## src/rtl/core/urh_pkg.sv

```systemverilog
// ----------------------------------------------------------------------------
// urh_pkg
// Shared types and constants of the undo/redo history ring.
// ----------------------------------------------------------------------------
package urh_pkg;

  localparam int unsigned DATA_W = 32;
  localparam int unsigned CMD_W  = 3;
  localparam int unsigned CAP_W  = 10;
  localparam int unsigned CNT_W  = 10;
  localparam int unsigned POS_W  = 9;

  typedef enum logic [CMD_W-1:0] {
    CMD_INIT    = 3'd0,
    CMD_PUSH    = 3'd1,
    CMD_BACK    = 3'd2,
    CMD_FORWARD = 3'd3,
    CMD_READ    = 3'd4
  } cmd_t;

  typedef struct packed {
    logic             ok;
    logic             bypass;
    logic             empty;
    logic             can_undo;
    logic             can_redo;
    logic [CNT_W-1:0] count;
    logic [POS_W-1:0] pos;
  } meta_t;

endpackage

```

## src/rtl/core/urh_out.sv

```systemverilog
// ----------------------------------------------------------------------------
// urh_out
// Result register: picks the current entry and holds the result for the sink.
// ----------------------------------------------------------------------------
module urh_out
  import urh_pkg::*;
(
  input  logic              clk,
  input  logic              rst_n,
  input  logic              stage_valid,
  input  meta_t             stage_meta,
  input  logic [DATA_W-1:0] stage_snap,
  input  logic [DATA_W-1:0] stage_rd_data,
  output logic              load,
  output logic              out_valid,
  input  logic              out_ready,
  output logic              out_ok,
  output logic [DATA_W-1:0] out_current_entry,
  output logic              out_can_undo,
  output logic              out_can_redo,
  output logic [CNT_W-1:0]  out_entry_count,
  output logic [POS_W-1:0]  out_cursor_pos
);

  logic              out_valid_r;
  logic              ok_r;
  logic [DATA_W-1:0] entry_r;
  logic              can_undo_r;
  logic              can_redo_r;
  logic [CNT_W-1:0]  count_r;
  logic [POS_W-1:0]  pos_r;
  logic [DATA_W-1:0] entry_sel;

  assign load = stage_valid && (!out_valid_r || out_ready);

  // freshly written slot comes from the snapshot, not the ram
  assign entry_sel = stage_meta.empty  ? '0 :
                     stage_meta.bypass ? stage_snap : stage_rd_data;

  always_ff @(posedge clk) begin
    if (!rst_n) begin
      out_valid_r <= 1'b0;
    end else if (load) begin
      out_valid_r <= 1'b1;
    end else if (out_ready) begin
      out_valid_r <= 1'b0;
    end
  end

  always_ff @(posedge clk) begin
    if (load) begin
      ok_r       <= stage_meta.ok;
      entry_r    <= entry_sel;
      can_undo_r <= stage_meta.can_undo;
      can_redo_r <= stage_meta.can_redo;
      count_r    <= stage_meta.count;
      pos_r      <= stage_meta.pos;
    end
  end

  assign out_valid         = out_valid_r;
  assign out_ok            = ok_r;
  assign out_current_entry = entry_r;
  assign out_can_undo      = can_undo_r;
  assign out_can_redo      = can_redo_r;
  assign out_entry_count   = count_r;
  assign out_cursor_pos    = pos_r;

endmodule

```

## config.mk

```make
export PLATFORM = sky130hd
export DESIGN_NAME = urh_out
export DESIGN_NICKNAME = d
export VERILOG_FILES = /design/src/rtl/core/urh_pkg.sv /design/src/rtl/core/urh_out.sv
export SDC_FILE = /design/constraint.sdc
export NUM_CORES = 1
export LEC_CHECK = 0
export BUFFER_PORTS_ARGS = -buffer_cell sky130_fd_sc_hd__buf_2
export CORE_MARGIN = 4
export CORE_UTILIZATION = 40
export CTS_CLUSTER_DIAMETER = 100
export DETAILED_ROUTE_END_ITERATION = 8
export GPL_TIMING_DRIVEN = 0
export PLACE_DENSITY = 0.81
export SYNTH_ARGS = -nofsm -noshare
export SYNTH_HDL_FRONTEND = slang
export SYNTH_SLANG_ARGS = --single-unit
```

## constraint.sdc

```tcl
create_clock -name clk -period 6.32 [get_ports clk]
set_clock_uncertainty 0.1 [all_clocks]
set_input_delay 1.264 -clock clk [delete_from_list [all_inputs] [get_ports clk]]
set_output_delay 1.264 -clock clk [all_outputs]
set_load 0.05 [all_outputs]
```

### Word-level counts from Yosys, hierarchy flattened

Cells that the tools add are included.
Widths: inputs -> output; s select.

* register bits: 55
* bits of input ports: 92
* word-level logic and storage cells: 14

* multiplexer cells: 3
* reduce and logical (&&, ||, !) cells: 4

Operators by type and width (count)
* $mux 32: 1
* $mux 1: 2
* $reduce_bool 2->1: 1
* $logic_and 1x1->1: 1
* $logic_not 1->1: 1
* $logic_or 1x1->1: 1

### Depth between registers and ports, before layout

* depth after elaboration: 4
* depth in mapped cells: 4
* depth with buffers taken out: 2

### Worst setup path before layout

No wires, ideal clock.

* kind: input -> output
* start point: in out_ready
* end point: out load
* arrival: 4.363 ns
* required time: 4.956 ns
* path slack: 0.593 ns
* stages: 2
* buffers on the path: 0
* path through: nor2b_1 -> nor2b_1

* longest elaborated chain between the ends: 2

RTL lines
* start, declared: line urh_out.sv:16 `input logic out_ready,`
* $logic_or 1x1->1: line urh_out.sv:34 `assign load = stage_valid && (!out_valid_r || out_ready);`
* $logic_and 1x1->1: line urh_out.sv:34
* end, declared: line urh_out.sv:14 `output logic load,`

Every way passes these cells.

### Worst setup path in the final report

Same ends and word-level chain as after synthesis.

==> reports/results.tsv <==
stage	metric	value	unit
routing	wire per inst	14.4	µm
clock_tree	root buffer cell	clkbuf_8	
grt	Total GRT Usage	0.160	
clock_tree	clock insertion delay at the later pin of the skew report	0.30	ns
sta	final hold violation count	0	
power_and_ir_drop	worst IR drop on VDD	0.000138	V
floorplanning	Initial Util	0.420	
routing	drt first pass iters	3	
clock_tree	clock transition at the registers of the reported paths	0.10	ns
worst_setup_path	Slowest cell on crit path	nor2b_4	
job	max-cap viol count	0	
clock_tree	post-CTS setup buffers	0	
outcome	status	complete, no violations	
yosys	sequential area share after synthesis	0.751	
power_and_ir_drop	Clock Power Share	0.238	
cells_and_area	commonest non-fill, non-tap cell in the layout	buf_2	
clock_tree	cts repair resizes	0	
routing	routed vias	1629	
yosys	#FFs+latches synth	55	
worst_setup_path	crit start category	input port	
floorplanning	die height	81.9	µm
clock_tree	CTS tree	done	
clock_tree	clock sinks	55	
cells_and_area	Fillers	447	
sta	TNS Setup	0	ns
floorplanning	Die X	81.9	µm
placement	placed insts	346	
cells_and_area	Nets	375	
yosys	Yosys warnings	0	
floorplanning	core area	5200	µm²
floorplanning	# IOs	148	
worst_setup_path	Critical Path AT	2.26	ns
power_and_ir_drop	Sw Ratio	0.302	
grt	first-pass GRT wire length	7840	µm
sta	fin crit period	3.62	ns
routing	1st-iter DRT viols	34	
cells_and_area	most frequent cells in the layout	146 x buf_2, 54 x edfxtp_1, 32 x mux2i_1, 32 x nor2_1, 5 x clkbuf_8	
placement	Detail Placement HPWL	4280	µm
placement	GPL Wtd Cong	0.788	
worst_setup_path	slowest stage delay, CP	0.47	ns
clock_tree	H-tree depth	2	
sta	Final Setup Violations	0	
worst_setup_path	CP Cell Sequence	buf_2, nor2b_1, nor2b_4, buf_2	
power_and_ir_drop	Sw Pwr	0.000243	W
worst_setup_path	Critical Path RT	4.96	ns
worst_setup_path	CP Capture Type	output port	
sta	Slew HR	0.630	
clock_tree	worst-case clock buffer depth	2	
sta	Worst-Margin Slew	0.554	ns
worst_setup_path	number of buffers and inverters on the critical path	2	
grt	total grt overflow	0	
worst_setup_path	critical path type	in -> out	
grt	largest net degree at the start of global routing	38	
cells_and_area	P&R area growth vs syn	43.0	%
min_path	Hold Crit Class	reg -> reg	
yosys	post-synthesis cell count	129	
cells_and_area	share of cells above drive strength 1	0.563	
worst_setup_path	Crit path max-delay family	simple AND/OR/NAND/NOR gates	
sta	Final Max Slew Viols	0	
routing	routed vias/inst	4.60	
power_and_ir_drop	Combinational Power Share	0.222	
sta	FMAX	276	MHz
grt	initial antenna violation count	0	
clock_tree	hold buffers post-CTS	0	
worst_setup_path	most repeated library cell on the critical path	buf_2	
cells_and_area	Reg area	1640	µm²
sta	RSZ-0062 raised after global routing	no	
floorplanning	die area	6710	µm²
power_and_ir_drop	Pleak	1.48	nW
floorplanning	row cnt	26	
sta	hold slack	0.596	ns
placement	Port Buf Inserts	146	
yosys	Mean Syn Cell Area	16.9	µm²
yosys	Netlist cell types	9	
grt	vias in the first global route	1702	
worst_setup_path	critical-path maximum fanout	19	
power_and_ir_drop	Reg power frac	0.539	
routing	DRC viols	0	
yosys	syn nets	221	
cells_and_area	non-filler instance count after layout	354	
clock_tree	CTS Buf Count	5	
sta	Final Cycle Share	0.573	
power_and_ir_drop	Int Pwr	0.000562	W
power_and_ir_drop	power density over cell area	258	nW/µm²
routing	WL final	5110	µm
yosys	Post-Synthesis Cell Area	2180	µm²
cells_and_area	diode count	0	
routing	final antenna-violating net count	0	
cells_and_area	Multi-input gate area	468	µm²
-- per-stage QoR --
stage	util	setup slack, ns	total power [W]	area, µm²
floorplan	-	0.593	0.000566	2180
global placement	0.577	-0.364	0.000619	3000
detailed placement	0.582	2.70	0.000624	3030
CTS	0.600	2.71	0.000816	3120
global route	0.600	2.65	0.000844	3120
finish	0.600	2.70	0.000805	3120
-- power by group through the flow --
stage	sequential (W)	combinational, W	clock (W)
3_5_place_dp	0.000443	0.000181	0
2_1_floorplan	0.000528	0.0000372	0
3_3_place_gp	0.000444	0.000175	0
4_1_cts	0.000435	0.000181	0.000201
5_1_grt	0.000437	0.000190	0.000217
6_report	0.000434	0.000179	0.000192
-- path summary, 6_finish.rpt --
kind	to	from	slack (ns)	depth (start not counted)
max	load	out_ready	2.70	4
min	out_valid	out_valid	0.60	2
min reg2reg	out_valid	out_valid	0.60	2
max reg2reg	out_current_entry[8]	out_valid	4.64	3
-- cell families after synthesis --
kind of cell | after synthesis | share of synthesized area
multiplexers | 32 | 0.147
AO/OA/AOI/OAI | 1 | 0.00344
flip-flops | 55 | 0.751
AND/OR/NAND/NOR | 34 | 0.0607
buffers and inverters | 7 | 0.0378
-- layer usage --
layer	track usage	up-vias	wire, µm
met4	0.0548	0	77
met5	0	-	0
met1	0.148	755	1690
li1	-	778	-
met2	0.304	88	2740
met3	0.0724	8	603
-- final cells by class --
cell class / count / area share
buffer: 7 / 0.0264
timing repair buffer: 147 / 0.240
clock inverter: 3 / 0.00801
sequential: 55 / 0.525
tap: 70 / 0.0280
clock buffer: 5 / 0.0220
multi-input combinational: 67 / 0.150
-- worst register-to-register path, cell delays in order, from the launching register on --
cell and delay [ns]:
dfxtp_1 0.33, nor2b_1 0.17, nor2b_4 0.47, buf_12 0.29
-- cell usage after synthesis --
library cell  number  share of area
clkbuf_1           3         0.0052
buf_6              1         0.0052
nor2_1            32          0.055
dfxtp_1            1         0.0092
o21a_1             1         0.0034
buf_12             3          0.027
mux2i_1           32           0.15
edfxtp_1          54           0.74
nor2b_1            2         0.0057
-- state kept, by name, summed over array words and instances (netlist names) --
| register | count |
|---|---|
| out_entry_count | 10 |
| out_can_undo | 1 |
| out_valid | 1 |
| out_current_entry | 32 |
| out_ok | 1 |
| out_cursor_pos | 9 |
| out_can_redo | 1 |
Power figures use the tool's default switching activity.
