$ cat src/rtl/core/urh_pkg.sv
// ----------------------------------------------------------------------------
// urh_pkg
// Shared types and constants of the undo/redo history ring.
// ----------------------------------------------------------------------------
package urh_pkg;

  localparam int unsigned DATA_W = 32;
  localparam int unsigned CMD_W  = 3;
  localparam int unsigned CAP_W  = 10;
  localparam int unsigned CNT_W  = 10;
  localparam int unsigned POS_W  = 9;

  typedef enum logic [CMD_W-1:0] {
    CMD_INIT    = 3'd0,
    CMD_PUSH    = 3'd1,
    CMD_BACK    = 3'd2,
    CMD_FORWARD = 3'd3,
    CMD_READ    = 3'd4
  } cmd_t;

  typedef struct packed {
    logic             ok;
    logic             bypass;
    logic             empty;
    logic             can_undo;
    logic             can_redo;
    logic [CNT_W-1:0] count;
    logic [POS_W-1:0] pos;
  } meta_t;

endpackage

$ cat src/rtl/core/urh_ctrl.sv
// ----------------------------------------------------------------------------
// urh_ctrl
// History pointers, capacity register and per-command next-state logic.
// ----------------------------------------------------------------------------
module urh_ctrl
  import urh_pkg::*;
#(
  parameter int unsigned DEPTH = 512,
  parameter int unsigned PTR_W = 9,
  parameter int unsigned LEN_W = 10
) (
  input  logic              clk,
  input  logic              rst_n,
  input  logic              cfg_wr_en,
  input  logic [CAP_W-1:0]  cfg_wr_data,
  input  logic              accept,
  input  logic [CMD_W-1:0]  cmd_in,
  input  logic [DATA_W-1:0] snap_in,
  output logic              mem_wr_en,
  output logic [PTR_W-1:0]  mem_addr,
  output meta_t             meta,
  output logic [DATA_W-1:0] snap
);

  localparam int unsigned SUM_W = PTR_W + 1;
  localparam int unsigned CMP_W = ((CAP_W > LEN_W) ? CAP_W : LEN_W) + 1;

  logic [CAP_W-1:0]  capacity_r;
  logic [LEN_W-1:0]  cap_r, cap_nxt;
  logic [PTR_W-1:0]  oldest_r, oldest_nxt;
  logic [LEN_W-1:0]  length_r, length_nxt;
  logic [PTR_W-1:0]  cursor_r, cursor_nxt;
  meta_t             meta_r, meta_nxt;
  logic [DATA_W-1:0] snap_r;

  cmd_t              cmd;
  logic              ok;
  logic              wr;
  logic [LEN_W-1:0]  cur_inc;
  logic [LEN_W-1:0]  len_trim;
  logic [CMP_W-1:0]  cap_wide;
  logic [LEN_W-1:0]  cap_sel;
  logic [SUM_W-1:0]  oldest_inc;
  logic [PTR_W-1:0]  oldest_wrap;
  logic              empty_nxt;

  function automatic logic [PTR_W-1:0] phys_of(input logic [PTR_W-1:0] base,
                                                input logic [PTR_W-1:0] rel,
                                                input logic [LEN_W-1:0] cap);
    logic [SUM_W-1:0] sum;
    sum = {1'b0, base} + {1'b0, rel};
    if (sum >= SUM_W'(cap)) begin
      sum = sum - SUM_W'(cap);
    end
    return sum[PTR_W-1:0];
  endfunction

  assign cmd         = cmd_t'(cmd_in);
  assign cur_inc     = LEN_W'(cursor_r) + LEN_W'(1);
  assign len_trim    = (cur_inc < length_r) ? cur_inc : length_r;
  assign cap_wide    = CMP_W'(capacity_r);
  assign cap_sel     = (cap_wide == '0 || cap_wide > CMP_W'(DEPTH)) ?
                       LEN_W'(DEPTH) : LEN_W'(cap_wide);
  assign oldest_inc  = {1'b0, oldest_r} + SUM_W'(1);
  assign oldest_wrap = (oldest_inc >= SUM_W'(cap_r)) ? '0 : oldest_inc[PTR_W-1:0];

  always_comb begin
    cap_nxt    = cap_r;
    oldest_nxt = oldest_r;
    length_nxt = length_r;
    cursor_nxt = cursor_r;
    ok         = 1'b0;
    wr         = 1'b0;
    unique case (cmd)
      CMD_INIT: begin
        cap_nxt    = cap_sel;
        oldest_nxt = '0;
        length_nxt = LEN_W'(1);
        cursor_nxt = '0;
        ok         = 1'b1;
        wr         = 1'b1;
      end
      CMD_PUSH: begin
        if (length_r != '0) begin
          ok = 1'b1;
          wr = 1'b1;
          if (len_trim < cap_r) begin
            length_nxt = len_trim + LEN_W'(1);
            cursor_nxt = PTR_W'(len_trim);
          end else begin
            oldest_nxt = oldest_wrap;
            length_nxt = len_trim;
            cursor_nxt = PTR_W'(len_trim - LEN_W'(1));
          end
        end
      end
      CMD_BACK: begin
        if (length_r != '0 && cursor_r != '0) begin
          cursor_nxt = cursor_r - PTR_W'(1);
          ok         = 1'b1;
        end
      end
      CMD_FORWARD: begin
        if (length_r != '0 && cur_inc < length_r) begin
          cursor_nxt = cursor_r + PTR_W'(1);
          ok         = 1'b1;
        end
      end
      CMD_READ: begin
        ok = (length_r != '0);
      end
      default: begin
        ok = 1'b0;
      end
    endcase
  end

  // write and read share one address: the slot at the new cursor
  assign mem_addr  = phys_of(oldest_nxt, cursor_nxt, cap_nxt);
  assign mem_wr_en = accept & wr;

  assign empty_nxt = (length_nxt == '0);

  always_comb begin
    meta_nxt.ok       = ok;
    meta_nxt.bypass   = wr;
    meta_nxt.empty    = empty_nxt;
    meta_nxt.can_undo = !empty_nxt && (cursor_nxt != '0);
    meta_nxt.can_redo = !empty_nxt && ((LEN_W'(cursor_nxt) + LEN_W'(1)) < length_nxt);
    meta_nxt.count    = CNT_W'(length_nxt);
    meta_nxt.pos      = POS_W'(cursor_nxt);
  end

  always_ff @(posedge clk) begin
    if (!rst_n) begin
      capacity_r <= '0;
    end else if (cfg_wr_en) begin
      capacity_r <= cfg_wr_data;
    end
  end

  always_ff @(posedge clk) begin
    if (!rst_n) begin
      cap_r    <= LEN_W'(DEPTH);
      oldest_r <= '0;
      length_r <= '0;
      cursor_r <= '0;
    end else if (accept) begin
      cap_r    <= cap_nxt;
      oldest_r <= oldest_nxt;
      length_r <= length_nxt;
      cursor_r <= cursor_nxt;
    end
  end

  always_ff @(posedge clk) begin
    if (accept) begin
      meta_r <= meta_nxt;
      snap_r <= snap_in;
    end
  end

  assign meta = meta_r;
  assign snap = snap_r;

endmodule

$ cat config.mk
export PLATFORM = sky130hd
export DESIGN_NAME = urh_ctrl
export DESIGN_NICKNAME = d
export VERILOG_FILES = /design/src/rtl/core/urh_pkg.sv /design/src/rtl/core/urh_ctrl.sv
export SDC_FILE = /design/constraint.sdc
export NUM_CORES = 1
export LEC_CHECK = 0
export BUFFER_PORTS_ARGS = -buffer_cell sky130_fd_sc_hd__buf_2
export CAP_MARGIN = 20
export CELL_PAD_IN_SITES_DETAIL_PLACEMENT = 0
export CELL_PAD_IN_SITES_GLOBAL_PLACEMENT = 2
export CORE_MARGIN = 2
export CORE_UTILIZATION = 35
export CTS_CLUSTER_SIZE = 40
export DETAILED_ROUTE_END_ITERATION = 8
export PLACE_DENSITY = 0.88
export SETUP_SLACK_MARGIN = 0.1
export SKIP_LAST_GASP = 1
export SYNTH_ARGS = -nofsm -noshare
export SYNTH_HDL_FRONTEND = slang
export SYNTH_SLANG_ARGS = --single-unit
$ cat constraint.sdc
create_clock -name clk -period 20.9 [get_ports clk]
set_input_delay 1.045 -clock clk [delete_from_list [all_inputs] [get_ports clk]]
set_output_delay 1.045 -clock clk [all_outputs]
set_load 0.1 [all_outputs]
## Yosys cells after proc, flatten, opt, wreduce, memory -nomap -nowiden

Index checks and enable logic that the tools add are counted.
W data, S select, Z words.

| cells by class | value |
|---|---|
| $lt $le $gt $ge | 6 |
| $add $sub $neg | 9 |
| shifts and indexed selects | 0 |
| reduce and logical (&&, ||, !) cells | 12 |
| multipliers | 0 |
| mux-type cells | 21 |
| bitwise logic cells | 1 |
| equal/unequal tests | 4 |
| divide/modulo/power cells | 0 |

Operators with widths:

| cell | count |
|---|---|
| $mux W9 | 8 |
| $mux W10 | 5 |
| $pmux W9 S4 | 1 |
| $add A9 B1 Y10 const B | 3 |
| $lt A10 B10 Y1 | 3 |
| $ge A10 B10 Y1 | 2 |
| $pmux W10 S2 | 1 |
| $pmux W9 S2 | 1 |
| $reduce_bool A9 Y1 | 2 |
| $sub A9 B1 Y9 const B | 2 |
| $logic_not A11 Y1 | 1 |
| $add A10 B1 Y10 const B | 1 |
| $add A9 B9 Y10 | 1 |
| $gt A10 B10 Y1 const B | 1 |
| $logic_not A10 Y1 | 1 |
| $reduce_bool A10 Y1 | 1 |
| $add A9 B1 Y9 const B | 1 |
| $sub A9 B9 Y9 | 1 |
| $eq A3 B2 Y1 const B | 2 |
| $pmux W1 S5 | 1 |
| $logic_and A1 B1 Y1 | 4 |
| $eq A3 B1 Y1 const B | 1 |
| $eq A3 B3 Y1 const B | 1 |
| $logic_not A3 Y1 | 1 |
| other kinds (5) | 7 |

| storage, ports and cells | value |
|---|---|
| memory bits (read-only) | 0 |
| memories kept | 0 |
| bits in latches | 0 |
| bits in registers | 104 |
| RAM bits | 0 |

## Depth between registers and ports, before layout

| depth | value |
|---|---|
| depth after elaboration | 10 |
| depth in mapped cells | 43 |
| gate-level depth less buffers | 39 |

## Worst setup path before layout

No wires, ideal clock.

| path | value |
|---|---|
| path kind | flip-flop to output port |
| start | reg cursor_r[3] |
| end | out mem_addr[6] |
| path buffers | 3 |
| cell stages (with the launch flop) | 39 |
| slack | 10.434 ns |
| data arrival time | 9.421 ns |
| cell sequence | dfxtp_1 > buf_2 > nand3_1 > or4_1 > nand2_1 > ha_1 > and4_1 > o2111ai_1 > nand3_1 > buf_2 > a21oi_1 > inv_1 > ha_1 > a21oi_1 > o21ai_0 > a2111oi_0 > a21oi_1 > mux2_2 > [... 3 more ...] > inv_1 > fa_1 > inv_1 > a21oi_1 > o21ai_0 > a21oi_1 > o21bai_1 > a21o_1 > a21oi_1 > xnor2_1 > ha_1 > nand4_1 > nor2_1 > a21oi_1 > o21ai_0 > a21oi_1 > clkbuf_1 > o21ai_0 |

| between the ends | value |
|---|---|
| word-level cells in the longest chain between the ends | 10 |
| elaborated cells on any way between the ends | 22 |
| classes of those cells | 6 x add/sub; 3 x order compare; 10 x mux; 3 x reduce/logical |

Ends and longest elaborated chain:

| what | line | text |
|---|---|---|
| start, declared | urh_ctrl.sv:32 | `logic [PTR_W-1:0] cursor_r, cursor_nxt;` |
| start signal, assigned | urh_ctrl.sv:152 | `cursor_r <= cursor_nxt;` |
| $add A9 B1 Y10 | urh_ctrl.sv:59 | `assign cur_inc = LEN_W'(cursor_r) + LEN_W'(1);` |
| $lt A10 B10 Y1 | urh_ctrl.sv:60, urh_ctrl.sv:104 |  |
| $mux W10 | urh_ctrl.sv:60 | `assign len_trim = (cur_inc < length_r) ? cur_inc : length_r;` |
| $sub A9 B1 Y9 / $lt A10 B10 Y1 (equally long branches) | urh_ctrl.sv:93, urh_ctrl.sv:87 |  |
| $mux W9 | urh_ctrl.sv:87 | `if (len_trim < cap_r) begin` |
| $mux W9 | urh_ctrl.sv:84 | `if (length_r != '0) begin` |
| $pmux W9 S4 * | urh_ctrl.sv:74 | `unique case (cmd)` |
| via cursor_nxt[0] | urh_ctrl.sv:32 |  |
| $add A9 B9 Y10 * | urh_ctrl.sv:51 | `sum = {1'b0, base} + {1'b0, rel};` |
| $sub A9 B9 Y9 / $ge A10 B10 Y1 (equally long branches) | urh_ctrl.sv:53, urh_ctrl.sv:52 |  |
| $mux W9 * | urh_ctrl.sv:52 | `if (sum >= SUM_W'(cap)) begin` |
| end, declared | urh_ctrl.sv:20 | `output logic [PTR_W-1:0] mem_addr,` |

Mark *: on every way through the listed nets, which the timed path passes. The rest lies on a longest branch.

## Final worst setup path

| path | value |
|---|---|
| start | reg cursor_r[0] |
| end | out mem_addr[8] |

| between the ends | value |
|---|---|
| word-level cells in the longest chain between the ends | 10 |
| elaborated cells on any way between the ends | 22 |
| classes of those cells | 6 x add/sub; 3 x order compare; 10 x mux; 3 x reduce/logical |

Ends and longest elaborated chain:

| what | line | text |
|---|---|---|
| $add A9 B1 Y10 * | urh_ctrl.sv:59 |  |
| $lt A10 B10 Y1 | urh_ctrl.sv:60 |  |
| $mux W10 * | urh_ctrl.sv:60 |  |
| $lt A10 B10 Y1 * | urh_ctrl.sv:87 |  |
| $mux W9 * | urh_ctrl.sv:87 |  |
| $mux W9 * | urh_ctrl.sv:84 |  |
| $pmux W9 S2 * | urh_ctrl.sv:74 |  |
| via oldest_nxt[0] | urh_ctrl.sv:30 | `logic [PTR_W-1:0] oldest_r, oldest_nxt;` |
| $add A9 B9 Y10 * | urh_ctrl.sv:51 |  |
| $sub A9 B9 Y9 / $ge A10 B10 Y1 (equally long branches) | urh_ctrl.sv:53, urh_ctrl.sv:52 |  |
| $mux W9 * | urh_ctrl.sv:52 |  |

Marks and branches as above.

==> metrics.md <==
| Metric | Value |
|---|---|
| Outcome | complete, no violations |
| Synth Warn # | 0 |
| CTS tree | done |
| Critical R2R Launch | cursor_r[0] |
| Worst setup path class | reg2out |
| Clk Latency, worst-skew pair | 0.36 ns |
| Post-CTS resize count | 0 |
| Final setup vio count | 0 |
| IO Port Bufs | 114 |
| # H-tree levels | 3 |
| Avg WL per Cell | 18.1 microns |
| Slew HR | 0.298 |
| Primary FF master, synth | edfxtp_1 |
| Switching power total | 0.328 mW |
| DRC viols | 0 |
| Crit path DAT | 11.08 ns |
| Min-Delay Startpoint | cap_r[9] |
| Nets | 1046 |
| Routability-driven placement congestion ratio | 0.932 |
| DR vias/cell | 5.48 |
| Clk buf depth | 2 |
| Row count | 53 |
| Wirelength, routed | 22000 microns |
| CP required | 19.85 ns |
| Final hold violation count | 0 |
| Antenna viol nets, final | 0 |
| Top cell family by delay on the critical path | compound AO/OA/AOI/OAI gates |
| Max incr delay on CP | 0.83 ns |
| Yosys reg bits | 104 |
| Overflow after GRT | 0 |
| DP HPWL | 16800 microns |
| Area Overhead vs Synth | 14.7% |
| Global-route wire length before repair | 33900 microns |
| Max Fanout on Critical Path | 18 |
| Sequential share of the synthesized area | 0.350 |
| Inserted Clock Buffers | 9 |
| First drt pass iteration count | 5 |
| Starting Density | 0.358 |
| Clk_skew | 0.00817 ns |
| Combinational share of power | 0.426 |
| Clock transition at the registers of the reported paths | 0.08 ns |
| Synth cell types | 84 |
| Die Y | 151 microns |
| Hold Crit Class | reg2reg |
| Max Slew Vio Count | 0 |
| Cts hold-fix bufs | 0 |
| Period utilization | 0.580 |
| Antenna fix cells | 0 |
| Internal cell power | 0.410 mW |
| Power share of the sequential group | 0.332 |
| Synthesized cell area | 7540 sq um |
| Layout cells sized above 1 | 0.179 |
| Core area | 21100 sq um |
| Slowest cell on crit path | a21oi_1 |
| Starting DRC count in detailed routing | 439 |
| Met3 wire length | 1330 microns |
| Worst Tran Pin Value | 1.05 ns |
| Leak | 3.74 nW |
| Avg Inst Size Synth | 8.93 sq um |
| Syn nets | 959 |
| IO Count | 115 |
| Power Dens Cells | 85.3 nW/um^2 |
| Setup Fix Bufs, Post-CTS | 0 |
| Switching part of the total power | 0.444 |
| Max-Cap Viols | 0 |
| Post-synth EDFFs | 56 |
| CTS Sinks | 104 |
| Commonest non-fill, non-tap cells in the layout | buf_2, nor2_1, ha_1 |
| Post-place setup slack | 9.37 ns |
| Vias in the first global route | 6154 |
| Syn Inst Count | 845 |
| Share of synthesized flip-flops with an asynchronous set or reset | 0 |
| RSZ-0062 raised after global routing | false |
| Die Wd | 151 microns |
| Metal2 WL | 10100 microns |
| Setup slack after layout | 8.77 ns |
| M1 wire length | 9910 microns |
| Vias after detailed routing | 6646 |
| Setup tns final | 0 ns |
| Peak VDD IR | 0.0533 mV |
| Clk pwr share | 0.242 |
| Top Layer Used | met4 |
| Crit path launch | cursor_r[0] |
| Clk Tree Root Cell | clkbuf_16 |
| Initial antenna violation count | 0 |
| Startpoint Class | flop |
| WP buf/inv | 4 |
| Most common cell after layout, fill and taps aside | buf_2 |
| CP Capture Type | output pin |
| Largest net degree at the start of global routing | 80 |
| Period minus WS final | 12.13 ns |
| Total Die Area | 22700 sq um |
| Max Clock Freq | 0.0825 GHz |
| All-Layer GR Usage | 0.193 |
## worst reg2reg max path, delay by kind of cell, from the launching register on
| kind | cells | cell delay (ns) |
|---|---|---|
| buf+inv | 2 | 0.31 |
| simple gates | 11 | 2.23 |
| mux | 1 | 0.34 |
| flops | 1 | 0.60 |
| xor+xnor | 1 | 0.15 |
| compound gates | 10 | 3.66 |
| fa+ha+maj | 5 | 1.49 |
## per-layer routing
layer / vias up / track usage
li1: 3254 / -
met5: - / 0
met4: 0 / 0.0692
met2: 258 / 0.312
met1: 3092 / 0.259
met3: 42 / 0.0340
## cells in the mapped netlist, types with 7 or more instances
cell / n / area share
a21oi_1: 52 / 0.035
dfxtp_1: 48 / 0.13
nand2b_1: 11 / 0.0091
mux2i_1: 18 / 0.024
nor2_1: 81 / 0.040
nor3b_1: 9 / 0.0090
edfxtp_1: 56 / 0.22
nor4_1: 8 / 0.0066
inv_1: 62 / 0.031
nand2_1: 57 / 0.028
clkbuf_1: 33 / 0.016
and3_1: 10 / 0.0083
ha_1: 63 / 0.10
xnor2_1: 32 / 0.037
or3_1: 12 / 0.010
a21o_1: 11 / 0.011
o21ai_0: 55 / 0.036
nand4_1: 8 / 0.0066
a211oi_1: 24 / 0.024
nor3_1: 19 / 0.013
mux2_2: 7 / 0.010
buf_2: 8 / 0.0053
nand3_1: 21 / 0.014
xor2_1: 20 / 0.023
nor2b_1: 10 / 0.0083
## flip-flops by register name (all words and copies together), names as in the netlist
name	flops
length_r	10
oldest_r	9
cursor_r	9
snap	32
meta	24
capacity_r	10
cap_r	10
## worst paths after layout
check | endpoint | slack (ns) | depth (start not counted)
setup / recovery | mem_addr[8] | 8.77 | 38
hold / removal | cap_r[9] | 0.48 | 2
setup reg to reg | meta[19] | 11.94 | 30
hold reg to reg | cap_r[9] | 0.48 | 2
## cells by family (layout without fill, tap and decap cells)
logic type	Yosys count	after routing	synth area share
compound gates	213	213	0.192
xor+xnor	52	52	0.0604
fa+ha+maj	65	65	0.110
buf+inv	107	199	0.0556
flops	104	104	0.350
mux	26	26	0.0363
simple gates	278	278	0.195
## power by group through the flow
stage | clock (mW) | sequential [mW] | combinational [mW]
after global placement | 0 | 0.249 | 0.314
after floorplan | 0 | 0.316 | 0.180
after global routing | 0.190 | 0.247 | 0.337
after detailed placement | 0 | 0.250 | 0.311
after CTS | 0.184 | 0.245 | 0.313
final | 0.179 | 0.245 | 0.314
## cell type report
class / instances / area, sq um
Timing Repair Buffer: 120 / 618
Clock inverter: 6 / 76.3
Multi-Input combinational cell: 634 / 4480
Clock buffer: 10 / 250
Tap cell: 275 / 344
Fill cell: 2172 / 12400
Inverter: 63 / 236
Sequential cell: 104 / 2640
## metrics by stage
step | hold slack, ns | power (mW) | util | instance area (sq um) | instances
after global placement | 0.460 | 0.563 | 0.395 | 8320 | 1196
after global routing | 0.512 | 0.774 | 0.410 | 8650 | 1212
after CTS | 0.486 | 0.741 | 0.410 | 8650 | 1212
after floorplan | 0.443 | 0.497 | - | 7540 | 845
after detailed placement | 0.466 | 0.561 | 0.395 | 8320 | 1196
final | 0.483 | 0.738 | 0.410 | 8650 | 1212
No activity file was read; power rests on OpenSTA's default activity.
